### config.mk
export PLATFORM = sky130hd
export DESIGN_NAME = reliable_packet_retry_tracker_unit
export DESIGN_NICKNAME = d
export VERILOG_FILES = /design/src/rprt_pkg.sv /design/src/rprt_front.sv /design/src/rprt_back.sv /design/src/reliable_packet_retry_tracker_unit.sv
export VERILOG_INCLUDE_DIRS = /design/src /design/src/src
export SDC_FILE = /design/constraint.sdc
export NUM_CORES = 2
export LEC_CHECK = 0
export BUFFER_PORTS_ARGS = -buffer_cell sky130_fd_sc_hd__buf_2
export CORE_MARGIN = 3
export CORE_UTILIZATION = 43
export DETAILED_ROUTE_END_ITERATION = 8
export HOLD_SLACK_MARGIN = 0.15
export SYNTH_ARGS = -nofsm -noshare
export SYNTH_HDL_FRONTEND = slang
export SYNTH_HIERARCHICAL = 1
export SYNTH_SLANG_ARGS = --single-unit
### constraint.sdc
create_clock -name clk_i -period 18.6 [get_ports clk_i]
set_input_delay 2.79 -clock clk_i [delete_from_list [all_inputs] [get_ports clk_i]]
set_output_delay 2.79 -clock clk_i [all_outputs]
set_load 0.01 [all_outputs]
### src/reliable_packet_retry_tracker_unit_defines.svh
// Assertion macros shared by the tracker modules.
`ifndef RELIABLE_PACKET_RETRY_TRACKER_UNIT_DEFINES_SVH
`define RELIABLE_PACKET_RETRY_TRACKER_UNIT_DEFINES_SVH

// Implication checked on every clock edge outside reset.
`define RPRT_ASSERT(lbl, clk, rst_n, prop) \
  lbl: assert property (@(posedge clk) disable iff (!rst_n) (prop)) \
    else $error("rprt assertion failed");

// Condition that must never hold outside reset.
`define RPRT_ASSERT_NEVER(lbl, clk, rst_n, cond) \
  lbl: assert property (@(posedge clk) disable iff (!rst_n) !(cond)) \
    else $error("rprt forbidden condition seen");

`endif

### src/rprt_pkg.sv
package rprt_pkg;

  localparam int unsigned PendingDepth = 16;
  localparam int unsigned IdxW = $clog2(PendingDepth);
  localparam int unsigned CntW = $clog2(PendingDepth + 1);

  localparam logic [15:0] TimeoutRst = 16'd100;
  localparam logic [3:0]  RetriesRst = 4'd10;

  localparam logic [1:0] OpSend   = 2'd0;
  localparam logic [1:0] OpAck    = 2'd1;
  localparam logic [1:0] OpTick   = 2'd2;
  localparam logic [1:0] OpUnused = 2'd3;

  localparam logic [2:0] AddrTimeout = 3'd0;
  localparam logic [2:0] AddrRetries = 3'd4;

  typedef enum logic [2:0] {
    KindAccepted = 3'd0,
    KindRejected = 3'd1,
    KindAcked    = 3'd2,
    KindResend   = 3'd3,
    KindGivenUp  = 3'd4,
    KindDone     = 3'd5
  } kind_e;

  typedef enum logic [1:0] {
    StIdle,
    StRead,
    StEval,
    StMove
  } state_e;

  // One command word passed from the front to the back.
  typedef struct packed {
    logic [1:0]  opcode;
    logic [31:0] now_ms;
    logic [15:0] seq;
    logic [15:0] handle;
    logic [10:0] size;
    logic [15:0] ack_number;
    logic [31:0] ack_mask;
  } cmd_t;

  typedef struct packed {
    logic valid;
    logic ready;
  } link_t;

endpackage

### src/rprt_front.sv
module rprt_front (
  input  logic          clk_i,
  input  logic          rst_ni,
  input  logic          start_i,
  input  rprt_pkg::cmd_t cmd_i,
  output logic          busy_o,
  output rprt_pkg::cmd_t cmd_o,
  output rprt_pkg::link_t link_o,
  input  logic          take_i
);
  import rprt_pkg::*;

  // Two-entry queue between front and back.
  cmd_t       buf_q [2];
  logic [1:0] fill_q, fill_d;
  logic       rd_q, wr_q;
  logic       push, pop;

  assign busy_o = fill_q[1];
  assign push   = start_i && !fill_q[1];
  assign pop    = take_i && (fill_q != 2'd0);
  assign cmd_o  = buf_q[rd_q];
  assign link_o = '{valid: fill_q != 2'd0, ready: !fill_q[1]};

  always_comb begin
    fill_d = fill_q;
    if (push && !pop) fill_d = fill_q + 2'd1;
    else if (!push && pop) fill_d = fill_q - 2'd1;
  end

  always_ff @(posedge clk_i or negedge rst_ni) begin
    if (!rst_ni) begin
      fill_q <= '0;
      rd_q   <= 1'b0;
      wr_q   <= 1'b0;
    end else begin
      fill_q <= fill_d;
      if (push) wr_q <= !wr_q;
      if (pop) rd_q <= !rd_q;
    end
  end

  always_ff @(posedge clk_i) begin
    if (push) buf_q[wr_q] <= cmd_i;
  end

  `include "reliable_packet_retry_tracker_unit_defines.svh"
  `RPRT_ASSERT(a_fill_max, clk_i, rst_ni, fill_q <= 2'd2)
  `RPRT_ASSERT(a_no_push_full, clk_i, rst_ni, fill_q[1] |-> !push)
  `RPRT_ASSERT(a_pop_nonempty, clk_i, rst_ni, pop |-> fill_q != 2'd0)
endmodule

### src/rprt_back.sv
module rprt_back (
  input  logic           clk_i,
  input  logic           rst_ni,
  input  rprt_pkg::cmd_t  cmd_i,
  input  rprt_pkg::link_t link_i,
  output logic           take_o,
  input  logic [15:0]    timeout_i,
  input  logic [3:0]     max_retries_i,
  output logic           idle_o,
  output logic           res_valid_o,
  output logic [2:0]     kind_o,
  output logic [15:0]    entry_sequence_o,
  output logic [15:0]    entry_handle_o,
  output logic [10:0]    entry_size_o,
  output logic [31:0]    round_trip_ms_o,
  output logic           last_o
);
  import rprt_pkg::*;

  logic [15:0] seq_mem [PendingDepth];
  logic [15:0] hdl_mem [PendingDepth];
  logic [10:0] size_mem [PendingDepth];
  logic [31:0] time_mem [PendingDepth];
  logic [3:0]  retr_mem [PendingDepth];

  state_e state_q, state_d;
  cmd_t   cmd_q;
  logic [CntW-1:0] count_q, count_d;
  logic [IdxW-1:0] idx_q, idx_d;
  logic [IdxW-1:0] tail;

  // Registered read of slot idx_q.
  logic [15:0] r_seq, r_hdl;
  logic [10:0] r_size;
  logic [31:0] r_time;
  logic [3:0]  r_retr;

  // Registered read of tail slot, used for moves.
  logic [15:0] t_seq, t_hdl;
  logic [10:0] t_size;
  logic [31:0] t_time;
  logic [3:0]  t_retr;

  logic [15:0] seq_gap;
  logic [31:0] age;
  logic        hit, due, give;
  logic [4:0]  n_retr;

  logic        res_v_d;
  logic [2:0]  kind_d;
  logic [15:0] oseq_d, ohdl_d;
  logic [10:0] osize_d;
  logic [31:0] ortt_d;
  logic        olast_d;

  logic        wr_en, upd_en, cap_cmd;
  logic [IdxW-1:0] wr_idx;

  // Done word still owed by the scan that just ended.
  logic done_pend_q;

  assign tail    = IdxW'(count_q - CntW'(1));
  assign seq_gap = cmd_q.ack_number - r_seq;
  assign hit     = (seq_gap == 16'd0) ||
                   ((seq_gap[15:5] == 11'd0) && cmd_q.ack_mask[seq_gap[4:0]]);
  assign age     = cmd_q.now_ms - r_time;
  assign due     = age > {16'd0, timeout_i};
  assign n_retr  = {1'b0, r_retr} + 5'd1;
  assign give    = n_retr > {1'b0, max_retries_i};
  assign idle_o  = (state_q == StIdle) && !link_i.valid && !done_pend_q;

  always_comb begin
    state_d = state_q;
    count_d = count_q;
    idx_d   = idx_q;
    take_o  = 1'b0;
    cap_cmd = 1'b0;
    wr_en   = 1'b0;
    upd_en  = 1'b0;
    wr_idx  = idx_q;
    res_v_d = 1'b0;
    kind_d  = KindDone;
    oseq_d  = '0;
    ohdl_d  = '0;
    osize_d = '0;
    ortt_d  = '0;
    olast_d = 1'b0;
    case (state_q)
      StIdle: begin
        // Hold the next word while the owed done word goes out.
        if (link_i.valid && !done_pend_q) begin
          take_o  = 1'b1;
          cap_cmd = 1'b1;
          idx_d   = '0;
          if (cmd_i.opcode == OpSend) begin
            res_v_d = 1'b1;
            olast_d = 1'b1;
            oseq_d  = cmd_i.seq;
            ohdl_d  = cmd_i.handle;
            osize_d = cmd_i.size;
            if (count_q == CntW'(PendingDepth)) begin
              kind_d = KindRejected;
            end else begin
              kind_d  = KindAccepted;
              wr_en   = 1'b1;
              wr_idx  = IdxW'(count_q);
              count_d = count_q + CntW'(1);
            end
          end else if ((cmd_i.opcode == OpAck || cmd_i.opcode == OpTick) &&
                       count_q != '0) begin
            state_d = StRead;
          end else begin
            res_v_d = 1'b1;
            olast_d = 1'b1;
          end
        end
      end
      StRead: state_d = StEval;
      StEval: begin
        state_d = StRead;
        oseq_d  = r_seq;
        ohdl_d  = r_hdl;
        osize_d = r_size;
        if (cmd_q.opcode == OpAck && hit) begin
          res_v_d = 1'b1;
          kind_d  = KindAcked;
          ortt_d  = age;
          state_d = StMove;
        end else if (cmd_q.opcode == OpTick && due && give) begin
          res_v_d = 1'b1;
          kind_d  = KindGivenUp;
          state_d = StMove;
        end else begin
          if (cmd_q.opcode == OpTick && due) begin
            res_v_d = 1'b1;
            kind_d  = KindResend;
            upd_en  = 1'b1;
          end
          // Advance to the next slot or finish.
          if (CntW'(idx_q) + CntW'(1) >= count_q) begin
            state_d = StIdle;
            // Done follows next cycle when a result went out now.
          end
          idx_d = idx_q + IdxW'(1);
        end
      end
      StMove: begin
        // Pull the tail entry into the freed slot and recheck it.
        wr_en   = 1'b1;
        count_d = count_q - CntW'(1);
        if (CntW'(idx_q) >= count_q - CntW'(1)) state_d = StIdle;
        else state_d = StRead;
      end
      default: state_d = StIdle;
    endcase
  end

  // Done word is due when a scan returns to idle; it waits behind a result issued then.
  logic scan_end;
  assign scan_end = (state_q != StIdle) && (state_d == StIdle);

  always_ff @(posedge clk_i or negedge rst_ni) begin
    if (!rst_ni) begin
      state_q <= StIdle;
      count_q <= '0;
      idx_q   <= '0;
    end else begin
      state_q <= state_d;
      count_q <= count_d;
      idx_q   <= idx_d;
    end
  end

  always_ff @(posedge clk_i) begin
    if (cap_cmd) cmd_q <= cmd_i;
    r_seq  <= seq_mem[idx_q];
    r_hdl  <= hdl_mem[idx_q];
    r_size <= size_mem[idx_q];
    r_time <= time_mem[idx_q];
    r_retr <= retr_mem[idx_q];
    t_seq  <= seq_mem[tail];
    t_hdl  <= hdl_mem[tail];
    t_size <= size_mem[tail];
    t_time <= time_mem[tail];
    t_retr <= retr_mem[tail];
    if (wr_en && state_q == StIdle) begin
      seq_mem[wr_idx]  <= cmd_i.seq;
      hdl_mem[wr_idx]  <= cmd_i.handle;
      size_mem[wr_idx] <= cmd_i.size;
      time_mem[wr_idx] <= cmd_i.now_ms;
      retr_mem[wr_idx] <= '0;
    end else if (wr_en) begin
      seq_mem[wr_idx]  <= t_seq;
      hdl_mem[wr_idx]  <= t_hdl;
      size_mem[wr_idx] <= t_size;
      time_mem[wr_idx] <= t_time;
      retr_mem[wr_idx] <= t_retr;
    end else if (upd_en) begin
      time_mem[wr_idx] <= cmd_q.now_ms;
      retr_mem[wr_idx] <= n_retr[3:0];
    end
  end

  // Result register with a one-deep pending done word.
  always_ff @(posedge clk_i or negedge rst_ni) begin
    if (!rst_ni) begin
      res_valid_o <= 1'b0;
      done_pend_q <= 1'b0;
    end else begin
      res_valid_o <= res_v_d || done_pend_q || (scan_end && !res_v_d);
      done_pend_q <= scan_end && res_v_d;
    end
  end

  always_ff @(posedge clk_i) begin
    if (done_pend_q || (scan_end && !res_v_d)) begin
      kind_o           <= KindDone;
      entry_sequence_o <= '0;
      entry_handle_o   <= '0;
      entry_size_o     <= '0;
      round_trip_ms_o  <= '0;
      last_o           <= 1'b1;
    end else begin
      kind_o           <= kind_d;
      entry_sequence_o <= oseq_d;
      entry_handle_o   <= ohdl_d;
      entry_size_o     <= osize_d;
      round_trip_ms_o  <= ortt_d;
      last_o           <= olast_d;
    end
  end

  `include "reliable_packet_retry_tracker_unit_defines.svh"
  `RPRT_ASSERT(a_count_max, clk_i, rst_ni, count_q <= CntW'(PendingDepth))
  `RPRT_ASSERT(a_move_shrinks, clk_i, rst_ni,
    state_q == StMove |=> count_q == $past(count_q) - CntW'(1))
  `RPRT_ASSERT(a_done_after, clk_i, rst_ni, done_pend_q |-> state_q == StIdle)
  `RPRT_ASSERT_NEVER(a_no_take_pend, clk_i, rst_ni, take_o && done_pend_q)
endmodule

### src/reliable_packet_retry_tracker_unit.sv
// Retry tracker for reliable packets of one connection.
// Commands: start with opcode_i (send, ack, tick) and fields; accepted at
// a clock edge with start high and busy low. A two-word queue parts the
// command side from the table walker, so busy rises only when it is full.
// Results: result_valid_o strobes at most one word per cycle with kind_o,
// entry fields, round_trip_ms_o and last_o; the receiver cannot stall them.
// Send: one result, passed from the queue through the walker to the result
// register. Ack/tick: each table slot is read (registered), then evaluated;
// a removal adds a step that moves the tail entry in; then a done word with
// last_o. The walker over the single table works on one command at a time;
// the queue holds up to two more. Configuration: APB writes to retry_timeout
// (0x0) and max_retries (0x4); the user must write them only while idle, the
// block does not enforce it. Reset empties the table and loads 100 and 10.
module reliable_packet_retry_tracker_unit (
  input  logic        clk_i,
  input  logic        rst_ni,
  input  logic        start,
  output logic        busy,
  input  logic [1:0]  opcode_i,
  input  logic [31:0] now_ms_i,
  input  logic [15:0] sequence_number_i,
  input  logic [15:0] payload_handle_i,
  input  logic [10:0] payload_size_i,
  input  logic [15:0] ack_number_i,
  input  logic [31:0] ack_mask_i,
  output logic        result_valid_o,
  output logic [2:0]  kind_o,
  output logic [15:0] entry_sequence_o,
  output logic [15:0] entry_handle_o,
  output logic [10:0] entry_size_o,
  output logic [31:0] round_trip_ms_o,
  output logic        last_o,
  input  logic        psel,
  input  logic        penable,
  input  logic        pwrite,
  input  logic [2:0]  paddr,
  input  logic [31:0] pwdata,
  output logic [31:0] prdata,
  output logic        pready
);
  import rprt_pkg::*;

  cmd_t        cmd_in, cmd_q;
  link_t       link;
  logic        take, idle;
  logic [15:0] timeout_q;
  logic [3:0]  retries_q;

  assign cmd_in = '{opcode: opcode_i, now_ms: now_ms_i, seq: sequence_number_i,
                    handle: payload_handle_i, size: payload_size_i,
                    ack_number: ack_number_i, ack_mask: ack_mask_i};
  assign pready = 1'b1;

  always_comb begin
    case (paddr)
      AddrTimeout: prdata = {16'd0, timeout_q};
      AddrRetries: prdata = {28'd0, retries_q};
      default:     prdata = '0;
    endcase
  end

  always_ff @(posedge clk_i or negedge rst_ni) begin
    if (!rst_ni) begin
      timeout_q <= TimeoutRst;
      retries_q <= RetriesRst;
    end else if (psel && penable && pwrite) begin
      if (paddr == AddrTimeout) timeout_q <= pwdata[15:0];
      else if (paddr == AddrRetries) retries_q <= pwdata[3:0];
    end
  end

  rprt_front u_front (
    .clk_i, .rst_ni, .start_i(start), .cmd_i(cmd_in), .busy_o(busy),
    .cmd_o(cmd_q), .link_o(link), .take_i(take)
  );

  rprt_back u_back (
    .clk_i, .rst_ni, .cmd_i(cmd_q), .link_i(link), .take_o(take),
    .timeout_i(timeout_q), .max_retries_i(retries_q), .idle_o(idle),
    .res_valid_o(result_valid_o), .kind_o, .entry_sequence_o,
    .entry_handle_o, .entry_size_o, .round_trip_ms_o, .last_o
  );

  `include "reliable_packet_retry_tracker_unit_defines.svh"
  `RPRT_ASSERT(a_cfg_idle, clk_i, rst_ni,
    (psel && penable && pwrite) |-> idle)
  `RPRT_ASSERT(a_pready, clk_i, rst_ni, pready)
  `RPRT_ASSERT(a_last_kind, clk_i, rst_ni,
    (result_valid_o && last_o) |-> (kind_o == KindDone ||
      kind_o == KindAccepted || kind_o == KindRejected))
endmodule

==> out/metrics.cfg <==
[run_status]
outcome = completed

[timing]
max_slew.worst_pin.slew_ps = 1180
timing.final.crit_share = 0.386
postLayoutSetupSlackWorst_ps = 11410
relative_slew_slack = 0.189
achievable-frequency_mhz = 139
timing.clock.skew_ps = 45.3
grt_setup_unrepaired = no
finalHoldViolations = 0
setup_violations = 0
timing_max_transition_violations_final = 0
tns_ps = 0
fin_crit_ps = 7190

[power_and_ir_drop]
p_sw_w = 0.00567
total_leakage_power_nw = 30.3
combinationalPowerShare = 0.396
clkPwrFrac = 0.241
int_power_w = 0.0112
pwr_density_cell_mw_per_mm2 = 183
vdd.ir_drop.worst_v = 0.000176
pwr-share-seq = 0.363
switching_share = 0.336
total_power_w = 0.0169

[global_routing]
wire_length_of_the_first_global_routing_pass_um = 306000
first_global_vias = 43300
largest_net_degree_at_the_start_of_global_routing = 114
grt.total_usage = 0.217
antenna_found_initial = 12
global_route.overflow_total = 0

[synthesis]
post_synth_instance_area_mm2 = 0.0813
synthCells = 3995
syn_avg_cell_area_um2 = 20.3
synth.yosys.warnings = 6

[critical_path]
setup_slack_of_the_worst_register_to_register_path_ps = 11410
path_class = flop to flop
r2r_start = u_back/cmd_q[91]
max_stage_delay_ps = 960
critical_path_required_ps = 19070
cp_slowest_cell = sky130_fd_sc_hd__mux2i_1
crit_fanout = 20
critical_path.cell_chain = inv_1 > ha_1 > fa_1 > nand2b_1 > a21oi_2 > o21bai_2 > a211oi_2 > nor2_1 > xnor2_1 > ha_1 > and4_1 > nand3_1 > or4_1 > a2111oi_2 > nand4_1 > o31ai_4 > nor4_4 > buf_4 > buf_4 > mux2i_1
r2r.worst_path.cells = 20
critPathLaunchType = flop
end_kind = flop
end_of_the_worst_register_to_register_path = u_back/time_mem[12][1]
arrival_ps = 7650

[worst_hold_path]
worstHoldStart = u_back/r_hdl[2]
min_delay_worst_endpoint = u_back/entry_handle_o[2]
hold_crit_depth = 1
hold_path_class = flop to flop

[routing]
postRouteAntennaNets = 0
dr_wl_cell_um = 30.4
detail_route.vias_per_cell = 6.12
drt_iter0_drc = 4158
postRouteWirelength_um = 211000
route.vias.total = 42400
drc_errors = 0
first_pass_drt_iterations = 6

[die]
placement_rows = 158
design.core.area_mm2 = 0.187
dieArea_mm2 = 0.194
die_x_um = 441
fp.dieH_um = 441
floorplan.initialDensity = 0.436
ioPinCount = 280

[clocking]
htree_num_levels = 4
ctsResizeCount = 0
cts_buffer_depth = 3
clock_sinks = 1867
numCtsBuffers = 195
worstSkewPairLatency_ps = 830
ctsRootBufferMaster = sky130_fd_sc_hd__clkbuf_16
tritoncts = done
cts_hold_buffers = 0
cts.repair_timing.setup_buffer_count = 0
clkTransAtPathRegs_ps = 60

[layout]
area_growth_pct = 13.6
layout-drive-gt1-share = 0.397
nets = 4529
postLayoutCoreUtil = 0.495
fillers = 15100

[placed_design]
gp_congestion = 0.870
worst_slack_at_placement_ps = 11420
detailed_place_hpwl_um = 115000
port_buffers = 245

[flow_run]
max_cap_violations = 0

[sequential cells by signal, summed over array words and instances (netlist names), 32 cells and up]
name / flops
u_back/cmd_q: 81
u_back/hdl_mem: 256
u_back/r_time: 32
u_back/retr_mem: 64
u_back/round_trip_ms_o: 32
u_back/seq_mem: 256
u_back/size_mem: 176
u_back/t_time: 32
u_back/time_mem: 512
u_front/buf_q: 248
[power by group through the flow]
stage	logic, W	registers (W)	clock network [W]
2_1_floorplan	0.00484	0.00605	0
3_3_place_gp	0.00671	0.00621	0
3_5_place_dp	0.00673	0.00622	0
4_1_cts	0.00675	0.00614	0.00416
5_1_grt	0.00720	0.00618	0.00434
6_report	0.00669	0.00613	0.00407
[final cells by class]
cell class | instances | area [um^2] | area share
clock buffers | 256 | 5410 | 0.0586
multi-input cells | 1792 | 26600 | 0.288
clock inverters | 112 | 1420 | 0.0153
repair buffers | 326 | 1910 | 0.0207
well taps | 2480 | 3100 | 0.0336
inverters | 94 | 353 | 0.00382
diodes | 3 | 7.51 | 0.0000813
flip-flops and latches | 1867 | 53500 | 0.580
[layout by cell type (no fill, tap or decap), types with 23 or more instances in the layout]
| master | count |
|---|---|
| sky130_fd_sc_hd__inv_1 | 94 |
| sky130_fd_sc_hd__dfrtp_1 | 26 |
| sky130_fd_sc_hd__dfxtp_1 | 237 |
| sky130_fd_sc_hd__nor3_1 | 23 |
| sky130_fd_sc_hd__ha_1 | 83 |
| sky130_fd_sc_hd__buf_4 | 75 |
| sky130_fd_sc_hd__bufinv_16 | 27 |
| sky130_fd_sc_hd__clkinv_2 | 39 |
| sky130_fd_sc_hd__and3_1 | 31 |
| sky130_fd_sc_hd__edfxtp_1 | 1593 |
| sky130_fd_sc_hd__nor2_1 | 48 |
| sky130_fd_sc_hd__buf_2 | 245 |
| sky130_fd_sc_hd__nand2_1 | 73 |
| sky130_fd_sc_hd__clkbuf_1 | 35 |
| sky130_fd_sc_hd__xnor2_1 | 30 |
| sky130_fd_sc_hd__a21oi_1 | 58 |
| sky130_fd_sc_hd__a22o_1 | 43 |
| sky130_fd_sc_hd__mux2_4 | 76 |
| sky130_fd_sc_hd__mux2_2 | 173 |
| sky130_fd_sc_hd__o21ai_0 | 46 |
| sky130_fd_sc_hd__clkbuf_16 | 199 |
| sky130_fd_sc_hd__mux4_2 | 798 |
[per-stage QoR]
step	hold WS, ps	area (um^2)	instances
6_report	441	92300	6930
3_3_place_gp	426	85500	6559
4_1_cts	443	92300	6927
5_1_grt	449	92300	6928
2_1_floorplan	420	81300	4010
3_5_place_dp	430	85500	6559
[routing by layer]
metal / vias up / GRT usage / share of wire
met3: 272 / 0.0412 / 0.074
met5: - / 0 / 0
met1: 23000 / 0.309 / 0.42
met2: 1784 / 0.349 / 0.48
met4: 0 / 0.0489 / 0.020
li1: 17400 / - / -
[worst max-delay path, delay by kind of cell (launching register included)]
kind,cells,cell delay (ps)
flip-flops,1,330
AND/OR/NAND/NOR,7,1530
multiplexers,1,960
AO/OA/AOI/OAI,5,1930
adder cells (fa/ha/maj),3,850
XOR/XNOR,1,390
buffers and inverters,3,740
[how the worst max path moves through the flow]
| stage | startpoint | end | depth (start not counted) |
|---|---|---|---|
| finish | u_back/cmd_q[91] | u_back/time_mem[12][1] | 20 |
| global route | u_back/cmd_q[91] | u_back/time_mem[14][0] | 21 |
| CTS | u_back/cmd_q[91] | u_back/time_mem[13][0] | 20 |
| detailed placement | u_back/cmd_q[91] | u_back/time_mem[1][0] | 20 |
| global placement | u_back/cmd_q[91] | u_back/retr_mem[5][1] | 21 |
| floorplan | start | u_front/buf_q[0][100] | 2 |
Power figures use the tool's default switching activity.
